File: src/lpp_pkg.sv
// ----------------------------------------------------------------------------
// lpp_pkg
// Shared types and constants of the LL(1) predictive parse engine.
// ----------------------------------------------------------------------------
package lpp_pkg;

   localparam int TERMINALS_DEF    = 64;
   localparam int NONTERMINALS_DEF = 64;
   localparam int PRODUCTIONS_DEF  = 128;
   localparam int RHS_MAX_DEF      = 8;
   localparam int STACK_DEPTH_DEF  = 64;
   localparam int MAX_RESULTS      = 64;
   localparam int QUEUE_DEPTH      = 2;
   localparam int CSR_INDEX_W      = 1;
   localparam int CSR_DATA_W       = 7;

   typedef enum logic [CSR_INDEX_W-1:0] {
      CSR_START_SYMBOL  = 1'b0,
      CSR_NUM_TERMINALS = 1'b1
   } csr_index_type;

   typedef enum logic [1:0] {
      OP_TABLE = 2'd0,
      OP_RHS   = 2'd1,
      OP_TOKEN = 2'd2,
      OP_NONE  = 2'd3
   } op_type;

   typedef enum logic [2:0] {
      ACT_EXPAND    = 3'd0,
      ACT_MATCH     = 3'd1,
      ACT_ACCEPT    = 3'd2,
      ACT_NO_ENTRY  = 3'd3,
      ACT_AMBIGUOUS = 3'd4,
      ACT_MISMATCH  = 3'd5,
      ACT_INVALID   = 3'd6,
      ACT_OVERFLOW  = 3'd7
   } act_type;

   typedef struct packed {
      logic [1:0] operation;
      logic [5:0] cell_nonterminal;
      logic [6:0] cell_terminal;
      logic [1:0] cell_status;
      logic [6:0] production;
      logic [2:0] rhs_position;
      logic [6:0] rhs_symbol;
      logic [3:0] rhs_length;
      logic [6:0] token;
   } req_type;

   typedef struct packed {
      logic [2:0] action;
      logic [6:0] applied_production;
      logic       last;
   } rsp_type;

   // classified request as it sits in the queue
   typedef struct packed {
      op_type  kind;
      logic    ok;     // load in range, or token valid
      req_type req;
   } entry_type;

endpackage

File: src/lpp_front.sv
// ----------------------------------------------------------------------------
// lpp_front
// Accepts requests, classifies them and holds them in a short queue.
// ----------------------------------------------------------------------------
module lpp_front #(
   parameter int TERMINALS    = lpp_pkg::TERMINALS_DEF,
   parameter int NONTERMINALS = lpp_pkg::NONTERMINALS_DEF,
   parameter int PRODUCTIONS  = lpp_pkg::PRODUCTIONS_DEF,
   parameter int RHS_MAX      = lpp_pkg::RHS_MAX_DEF
) (
   input  logic               clock,
   input  logic               reset,
   input  logic               req_valid,
   output logic               req_stall,
   input  lpp_pkg::req_type   req_data,
   input  logic [6:0]         num_terminals,
   input  logic               busy,
   output logic               q_valid,
   output lpp_pkg::entry_type q_head,
   input  logic               q_pop
);
   import lpp_pkg::*;

   localparam int PTR_W = (QUEUE_DEPTH > 1) ? $clog2(QUEUE_DEPTH) : 1;
   localparam int CNT_W = $clog2(QUEUE_DEPTH + 1);

   entry_type        q_ff [QUEUE_DEPTH];
   logic [PTR_W-1:0] wr_ptr_ff, wr_ptr_in;
   logic [PTR_W-1:0] rd_ptr_ff, rd_ptr_in;
   logic [CNT_W-1:0] cnt_ff, cnt_in;
   entry_type        ent;
   logic             push;

   always_comb begin
      ent.req  = req_data;
      ent.kind = op_type'(req_data.operation);
      case (ent.kind)
         OP_TABLE: ent.ok = ({1'b0, req_data.cell_nonterminal} < 7'(NONTERMINALS))
                            && ({1'b0, req_data.cell_terminal} < 8'(TERMINALS + 1));
         OP_RHS:   ent.ok = ({1'b0, req_data.production} < 8'(PRODUCTIONS))
                            && ({1'b0, req_data.rhs_position} < 4'(RHS_MAX));
         OP_TOKEN: ent.ok = (req_data.token == 7'(TERMINALS))
                            || ((req_data.token < num_terminals)
                                && (req_data.token < 7'(TERMINALS)));
         default:  ent.ok = 1'b0;
      endcase
   end

   assign req_stall = busy || (cnt_ff == CNT_W'(QUEUE_DEPTH));
   assign push      = req_valid && !req_stall;
   assign q_valid   = (cnt_ff != '0);
   assign q_head    = q_ff[rd_ptr_ff];

   always_comb begin
      wr_ptr_in = wr_ptr_ff;
      rd_ptr_in = rd_ptr_ff;
      cnt_in    = cnt_ff;
      if (push) begin
         wr_ptr_in = (wr_ptr_ff == PTR_W'(QUEUE_DEPTH - 1)) ? '0 : wr_ptr_ff + 1'b1;
      end
      if (q_pop) begin
         rd_ptr_in = (rd_ptr_ff == PTR_W'(QUEUE_DEPTH - 1)) ? '0 : rd_ptr_ff + 1'b1;
      end
      if (push && !q_pop) begin
         cnt_in = cnt_ff + 1'b1;
      end else if (!push && q_pop) begin
         cnt_in = cnt_ff - 1'b1;
      end
   end

   always_ff @(posedge clock) begin
      if (reset) begin
         wr_ptr_ff <= '0;
         rd_ptr_ff <= '0;
         cnt_ff    <= '0;
      end else begin
         wr_ptr_ff <= wr_ptr_in;
         rd_ptr_ff <= rd_ptr_in;
         cnt_ff    <= cnt_in;
      end
   end

   always_ff @(posedge clock) begin
      if (push) begin
         q_ff[wr_ptr_ff] <= ent;
      end
   end

endmodule

File: config.mk
export PLATFORM = sky130hd
export DESIGN_NAME = lpp_front
export DESIGN_NICKNAME = d
export VERILOG_FILES = /design/src/lpp_pkg.sv /design/src/lpp_front.sv
export SDC_FILE = /design/constraint.sdc
export NUM_CORES = 1
export LEC_CHECK = 0
export BUFFER_PORTS_ARGS = -buffer_cell sky130_fd_sc_hd__buf_2
export CORE_ASPECT_RATIO = 1.4
export CORE_MARGIN = 3
export CORE_UTILIZATION = 30
export DETAILED_ROUTE_END_ITERATION = 10
export HOLD_SLACK_MARGIN = 0.1
export PLACE_DENSITY = 0.56
export RECOVER_POWER = 50
export SLEW_MARGIN = 10
export SYNTH_ARGS = -nofsm -noshare
export SYNTH_HDL_FRONTEND = slang
export SYNTH_SLANG_ARGS = --single-unit
File: constraint.sdc
create_clock -name clock -period 8 [get_ports clock]
set_clock_uncertainty 0.2 [all_clocks]
set_input_delay 0.4 -clock clock [delete_from_list [all_inputs] [get_ports clock]]
set_output_delay 0.4 -clock clock [all_outputs]
set_load 0.01 [all_outputs]
---- Yosys cells after proc, flatten, opt, wreduce, memory -nomap -nowiden ----
Memory sizes are Yosys's and may differ from the RTL's. A register that Yosys moved wholly into a read port is not among the register bits.
Cells that the tools add are included.
W data, S select, Z words.
cells by class
  add/subtract/negate cells ............... 4
  multiply operators ...................... 0
  divide/modulo/power cells ............... 0
  $lt $le $gt $ge ......................... 3
  equality and inequality tests ........... 4
  shifts and indexed selects .............. 0
  muxes and demuxes ....................... 9
  bitwise operators ....................... 0
  reduce and logical (&&, ||, !) cells .... 12
operators by type and width
  kind                   count
  $lt A7 B7 Y1 const B   2
  $eq A7 B7 Y1 const B   1
  $lt A7 B7 Y1           1
  $mux W1                6
  $eq A2 B2 Y1 const B   2
  $logic_and A1 B1 Y1    4
  $mux W2                2
  $reduce_bool A2 Y1     2
  $logic_not A1 Y1       3
  $pmux W1 S3            1
  $add A1 B1 Y1 const B  2
  $add A2 B1 Y2 const B  1
  $eq A2 B1 Y1 const B   1
  $logic_not A2 Y1       1
  $logic_or A1 B1 Y1     2
  $sub A2 B1 Y2 const B  1
storage, ports and cells
  bits in registers ....................... 4
  latch bits .............................. 0
  memory bits (writable) .................. 96
  memory bits (read-only) ................. 0
  input bits .............................. 57
  output and inout port bits .............. 50
  word-level logic and storage cells ...... 36
  memories ................................ 1
memory list
  name  words  bits a word  rd ports  clocked after Yosys merged registers in  wr ports  RTL line         source
  q_ff  2      48           1         1                                        1         lpp_front.sv:27  entry_type q_ff [QUEUE_DEPTH];

---- Logic depth before layout (Yosys ltp) ----
Gate-level depths: netlist (run 1).
  depth in word-level cells ............... 8
  gate-level depth with buffers ........... 6
  depth with buffers taken out ............ 6

---- Worst setup path after synthesis (run 1) ----
Ideal clock, no wire load.
  kind .................................... reg-to-reg
  start point ............................. register cnt_ff[0]
  end point ............................... memory q_ff[0][0] (netlist bit) (enable)
  arrival time ............................ 3.807 ns
  data required time ...................... 7.294 ns
  path slack .............................. 3.486 ns
  cell stages (with the launch flop) ...... 5
  period minus slack after synthesis ...... 4.514 ns
  path through ............................ dfxtp_1 -> inv_1 -> a21oi_1 -> inv_1 -> nor3_1
between the ends
  word-level cells in the longest chain between the ends .. 6
RTL lines
  item                           RTL line         source
  start, declared                lpp_front.sv:30  logic [CNT_W-1:0] cnt_ff, cnt_in;
  start signal, assigned         lpp_front.sv:79  cnt_ff <= cnt_in;
  $eq A2 B2 Y1                   lpp_front.sv:49  assign req_stall = busy || (cnt_ff == CNT_W'(QUEUE_DEPTH));
  $logic_or A1 B1 Y1             lpp_front.sv:49
  via req_stall                  lpp_front.sv:14  output logic req_stall,
  $logic_not A1 Y1               lpp_front.sv:50  assign push = req_valid && !req_stall;
  $logic_and A1 B1 Y1            lpp_front.sv:50
  $mux W1                        lpp_front.sv:84  if (push) begin
  $mux W1 (not written as such)  lpp_front.sv:85  q_ff[wr_ptr_ff] <= ent;
  end, declared                  lpp_front.sv:27
The timed path passes the listed nets, and every way through them passes these cells.

---- Worst setup path in the final report (run 1) ----
  start point ............................. register cnt_ff[0]
  end point ............................... memory q_ff[0][39] (netlist bit) (enable)
between the ends
  word-level cells in the longest chain between the ends .. 6
RTL lines
  item                           RTL line
  $eq A2 B2 Y1                   lpp_front.sv:49
  $logic_or A1 B1 Y1             lpp_front.sv:49
  $logic_not A1 Y1               lpp_front.sv:50
  $logic_and A1 B1 Y1            lpp_front.sv:50
  $mux W1                        lpp_front.sv:84
  $mux W1 (not written as such)  lpp_front.sv:85
No other way between the ends.

==> results of run 1 <==
## cells in the final DEF (no fill, tap or decap), types with 2 or more instances in the layout
cell and n:
clkbuf_16 9, a21oi_1 2, nor4b_1 2, mux2_2 46
ha_1 7, edfxtp_1 92, a21o_1 2, nor2_1 4
dfxtp_1 4, xor2_1 2, nor3_1 2, dlygate4sd3_1 43
a31oi_1 2, inv_1 10, buf_2 65, clkbuf_1 44
bufinv_16 2, xnor2_1 2, o21ai_0 2
## per-stage QoR
stage	hold slack (ns)	power, W	worst slack [ns]	util (%)	std cells
floorplan	0.269	0.000683	3.49	-	198
global placement	0.296	0.000737	5.61	36.9	445
detailed placement	0.305	0.000740	5.53	36.9	445
CTS	0.102	0.00121	5.30	43.1	504
global route	0.177	0.00124	4.21	42.6	504
finish	0.144	0.00119	4.56	42.6	504
## critical path, stage by stage (launching register included)
cell and delay [ns]:
dfxtp_1 0.39, inv_1 0.08, a21oi_1 0.14, inv_1 0.07, nor3_1 0.12, clkbuf_1 1.97
## worst paths after layout
| kind | startpoint | end | slack [ns] | cells past startpoint |
|---|---|---|---|---|
| worst max-delay path | cnt_ff[0]$_SDFFE_PP0P_ | q_ff[0][39]$_DFFE_PP_ | 4.56 | 5 |
| worst min-delay path | q_pop | rd_ptr_ff$_SDFFE_PP0P_ | 0.14 | 3 |
| worst max register to register | cnt_ff[0]$_SDFFE_PP0P_ | q_ff[0][39]$_DFFE_PP_ | 4.56 | 5 |
| worst min register to register | rd_ptr_ff$_SDFFE_PP0P_ | rd_ptr_ff$_SDFFE_PP0P_ | 0.32 | 2 |
## power by group
part / switching [W] / internal (W) / leakage (nW)
logic: 0.0000641 / 0.0000715 / 0.841
clock network: 0.000167 / 0.000282 / 0.154
registers: 0.0000157 / 0.000587 / 0.884
## registers in the layout, indices dropped and copies added (netlist names), named ones only
signal     cells
wr_ptr_ff      1
q_ff          92
cnt_ff         2
rd_ptr_ff      1
## layout make-up
type	instances	share of cell area, %
Timing Repair Buffer	150	17.8
Sequential cell	97	55.8
Clock inverter	3	1.27
Tap cell	147	3.58
Multi-Input combinational cell	84	16.0
Inverter	10	0.731
Clock buffer	13	4.87
## per-layer routing
layer  up-vias  part of all wire (%)  track usage, %
met5         -                     0               0
met4         0                   2.0            4.68
met3         8                   4.8            2.57
met2        63                    53            18.3
met1      1055                    40            11.8
li1       1069                     -               -
## kinds of logic (layout without fill, tap and decap cells)
group	count (synthesis)	in the layout	share of synthesized area [%]
flops	97	97	76.1
simple gates	15	15	2.43
xor+xnor	4	4	0.931
compound gates	12	12	2.43
buf+inv	17	176	2.06
fa+ha+maj	7	7	2.33
mux	46	46	13.8
## timing repair
action,4_1_cts,5_1_grt
endpoints found under the setup margin,0,0
hold endpoints to repair,89,0
setup buffers,0,0
hold buffers,43,0
==> impl_metrics.ini, run 1 <==
[place]
hpwl_um = 4640
portBuffers = 106
placed_area_um2 = 4450
gp_congestion = 0.679

[floorplan]
die_y_um = 139
die_area_um2 = 13900
core_um2 = 12100
initial_core_util_pct = 31.2
design.portCount = 107
rows = 47
die_w_um = 101

[grt]
grt_pass1_wl_um = 11400
grtUsageTotal_pct = 10.5
grt_max_degree = 47
antenna_found_initial = 0
grt_pass1_vias = 2363
grt_overflow = 0

[synthesis]
synth_common_cells = 92 x edfxtp_1, 46 x mux2_2, 10 x inv_1, 7 x ha_1
ys.flop_type = edfxtp_1
ys_seq_elements = 97
synth_edf_count = 92
yosysWarnings = 0
syn_area_per_cell_um2 = 19.0
yosysMostFrequentCell = edfxtp_1
yosys.area.top_type_share_pct = 73.4
synth_nets = 262
synth_top_cell_by_area = edfxtp_1
yosys-top-cells-area = edfxtp_1 73%, mux2_2 14%, dfxtp_1 2.7%
syn_area_um2 = 3760
ys_seq_area_share_pct = 76.1
synth_cell_type_count = 27
synth_cells = 198
async_reset_ff_share_pct = 0

[drt]
routed_wl_um = 7190
drc = 0
via_count = 2195
drtIter0Drc = 47
drtPass1Iterations = 4
viasPerCell = 4.36
wl_per_cell_um = 14.3
antenna_left = 0

[timing]
hold_violations = 0
tightest_slew_ns = 2.75
report.final.slew_viol_count = 47
setup_viol = 0
fmax_mhz = 291
finalCritPeriodShare_pct = 42.9
relSlewSlack_pct = -83.1
period_minus_slack_ns = 3.44
rsz0062_at_grt = no
tns_ns = 0

[cells_and_area]
fin_nets = 416
drive_gt1_share_pct = 36.1
diodes = 0
multi_input_area_um2 = 820
synthToLayoutAreaGrowth_pct = 36.4
design_area_um2 = 5130
ff_latch_area_um2 = 2860
fillers = 1111

[setup_path]
cp.arrival_ns = 3.12
worstPathRequired_ns = 7.69
startpoint_type = flip-flop
end_kind = flip-flop
cp_max_fo = 46
crit_type = flip-flop to flip-flop

[clock_network]
htreeDepth = 3
root_buffer = clkbuf_16
post_cts_resized = 0
cts-buffers-inserted = 9
tritoncts = yes
cts_buffer_depth = 2
clock_sinks = 97
clk_pin_slew_ns = 0.06
insertion_delay_ns = 0.33

[status]
violations = capacitance limit, slew limit
status = finished with violations

[job]
max_cap_viol_count = 1

[pwr]
vdd.ir_drop.worst_uv = 109
powerDensity_nw_per_um2 = 231
p_leak_nw = 1.88

[hold_path]
holdCritPathClass = input pin to flip-flop
(Power assumes the default switching activity.)
==> run 2: changes to the inputs <==
clock period = 3.3 ns   (was 8 ns; I/O delays follow)
==> run 2 against run 1 <==
The run now ends clean. Clock-buffer cell count fell by 1. Utilization rose by 0.66 points. Die area did not move. Register-to-register slack got worse by 3.8 ns.
==> impl_metrics.ini, run 2 (synthesis gave the netlist of run 1 again) <==
[drt]
via_count = 2268
routed_wl_um = 7840
drtIter0Drc = 59
drc = 0
viasPerCell = 4.40
wl_per_cell_um = 15.2
antenna_left = 0
drtPass1Iterations = 4

[clock_network]
clock_sinks = 97
post_cts_buffers = 0
htreeDepth = 3
cts-buffers-inserted = 9
post_cts_resized = 0
root_buffer = clkbuf_16
insertion_delay_ns = 0.33
tritoncts = yes
clk_pin_slew_ns = 0.06
cts_buffer_depth = 2

[status]
status = finished, final reports clean

[timing]
rsz0062_at_grt = no
tns_ns = 0
report.final.slew_viol_count = 0
period_minus_slack_ns = 2.51
tightest_slew_ns = 1.26
finalCritPeriodShare_pct = 76.2
hold_violations = 0
setup_viol = 0
relSlewSlack_pct = 15.8
fin_ws_ns = 0.787
fmax_mhz = 398

[setup_path]
worstPathRequired_ns = 3.04
crit_top_cell = inv_1
r2r_end = q_ff[0][9]$_DFFE_PP_
cp.arrival_ns = 2.26
crit_type = flip-flop to flip-flop
cp_max_fo = 20
startpoint_type = flip-flop
rr_worst_depth = 5
path_cells = inv_1 > a21oi_1 > inv_1 > nor3_1 > clkbuf_1
rrSetupSlack_ns = 0.79
path_buf_inv = 3
crit_slowest_cell = clkbuf_1
end_kind = flip-flop
cpPeakStageDelay_ns = 0.97
critPathTopFamily = buffers and inverters
rr_startpoint = cnt_ff[0]$_SDFFE_PP0P_

[hold_path]
hp-start = req_valid
hold_depth = 5
hold_end = wr_ptr_ff$_SDFFE_PP0P_
holdCritPathClass = input pin to flip-flop

[place]
hpwl_um = 5300
place_inst = 450
placed_area_um2 = 4500
pre_cts_slack_ns = 0.989
gp_congestion = 0.706
portBuffers = 106

[grt]
grt_pass1_wl_um = 12400
met1_usage_pct = 12.3
grt_overflow = 0
antenna_found_initial = 0
grt_pass1_vias = 2506
use_met2_pct = 21.2
grt_max_degree = 27
grt.busiest_layer = met2
grtUsageTotal_pct = 11.5
use_met3_pct = 2.97

[floorplan]
die_area_um2 = 13900
design.portCount = 107
die_w_um = 101
rows = 47
core_um2 = 12100
initial_core_util_pct = 31.2
die_y_um = 139

[cells_and_area]
fin_cells = 515
design_area_um2 = 5210
regMostFlops = q_ff
final_common_cell = edfxtp_1
final_cell_mix = 92 x edfxtp_1, 62 x buf_2, 49 x dlygate4sd3_1
top_regs = q_ff x92, cnt_ff x2
diodes = 0
synthToLayoutAreaGrowth_pct = 38.5
largest_reg_flops = 92
fin_nets = 427
drive_gt1_share_pct = 35.1

[pwr]
vdd.ir_drop.worst_uv = 221
powerDensity_nw_per_um2 = 551
p_leak_nw = 1.91

[job]
max_cap_viol_count = 0
## run 2: cell types whose count changed in the layout (fill, tap and decap cells not counted)
cell,previous run,this run
clkbuf_1,44,48
clkinv_1,0,2
buf_1,1,0
buf_2,65,62
dlygate4sd3_1,43,49
clkbuf_2,0,1
clkinv_2,1,0
clkbuf_8,1,0
buf_4,0,4
## run 2: timing repair
action / CTS / global route
hold buffers: 49 / 0
hold endpoints to repair: 97 / 0
endpoints found under the setup margin: 0 / 0
## run 2: area by class of cell
class / instances / area (um^2)
well taps: 147 / 184
fillers: 1114 / 6840
flip-flops and latches: 97 / 2860
inverters: 10 / 37.5
repair buffers: 161 / 1000
multi-input cells: 84 / 820
clock inverters: 4 / 67.6
clock buffers: 12 / 236
## run 2: worst min-delay path, delay by kind of cell
kind                      cells  cell delay [ns]
xor gates and xnor gates      1             0.14
AOI/OAI and AO/OA             1             0.08
and+or+nand+nor               1             0.04
buffers and inverters         2             0.17
## run 2: report_power, final
part	switching [W]	internal, W	leakage (nW)
clock network	0.000409	0.000660	0.146
registers	0.0000289	0.00142	0.884
logic	0.000173	0.000182	0.885
## run 2: worst max path at each step
stage	from	to	slack [ns]	depth (start not counted)
after detailed placement	cnt_ff[0]$_SDFFE_PP0P_	q_ff[1][22]$_DFFE_PP_	0.99	4
after global routing	cnt_ff[0]$_SDFFE_PP0P_	q_ff[0][1]$_DFFE_PP_	0.50	5
after CTS	flip-flop	q_head[31]	0.94	3
after global placement	cnt_ff[0]$_SDFFE_PP0P_	q_ff[1][25]$_DFFE_PP_	1.07	4
after floorplan	cnt_ff[0]$_SDFFE_PP0P_	q_ff[0][0]$_DFFE_PP_	0.20	4
final	cnt_ff[0]$_SDFFE_PP0P_	q_ff[0][9]$_DFFE_PP_	0.79	5
## run 2: stage by stage
stage | util [%] | hold slack (ns) | power, W
6_report | 43.2 | 0.106 | 0.00287
5_1_grt | 43.2 | 0.164 | 0.00300
4_1_cts | 43.9 | 0.122 | 0.00294
3_5_place_dp | 37.3 | 0.156 | 0.00181
3_3_place_gp | 37.3 | 0.156 | 0.00180
2_1_floorplan | - | 0.0341 | 0.00165
## run 2: per-layer routing
layer | vias to the layer above | part of all wire [%]
li1 | 1089 | -
met1 | 1110 | 39
met2 | 59 | 56
met3 | 10 | 4.4
met4 | 0 | 1.4
met5 | - | 0
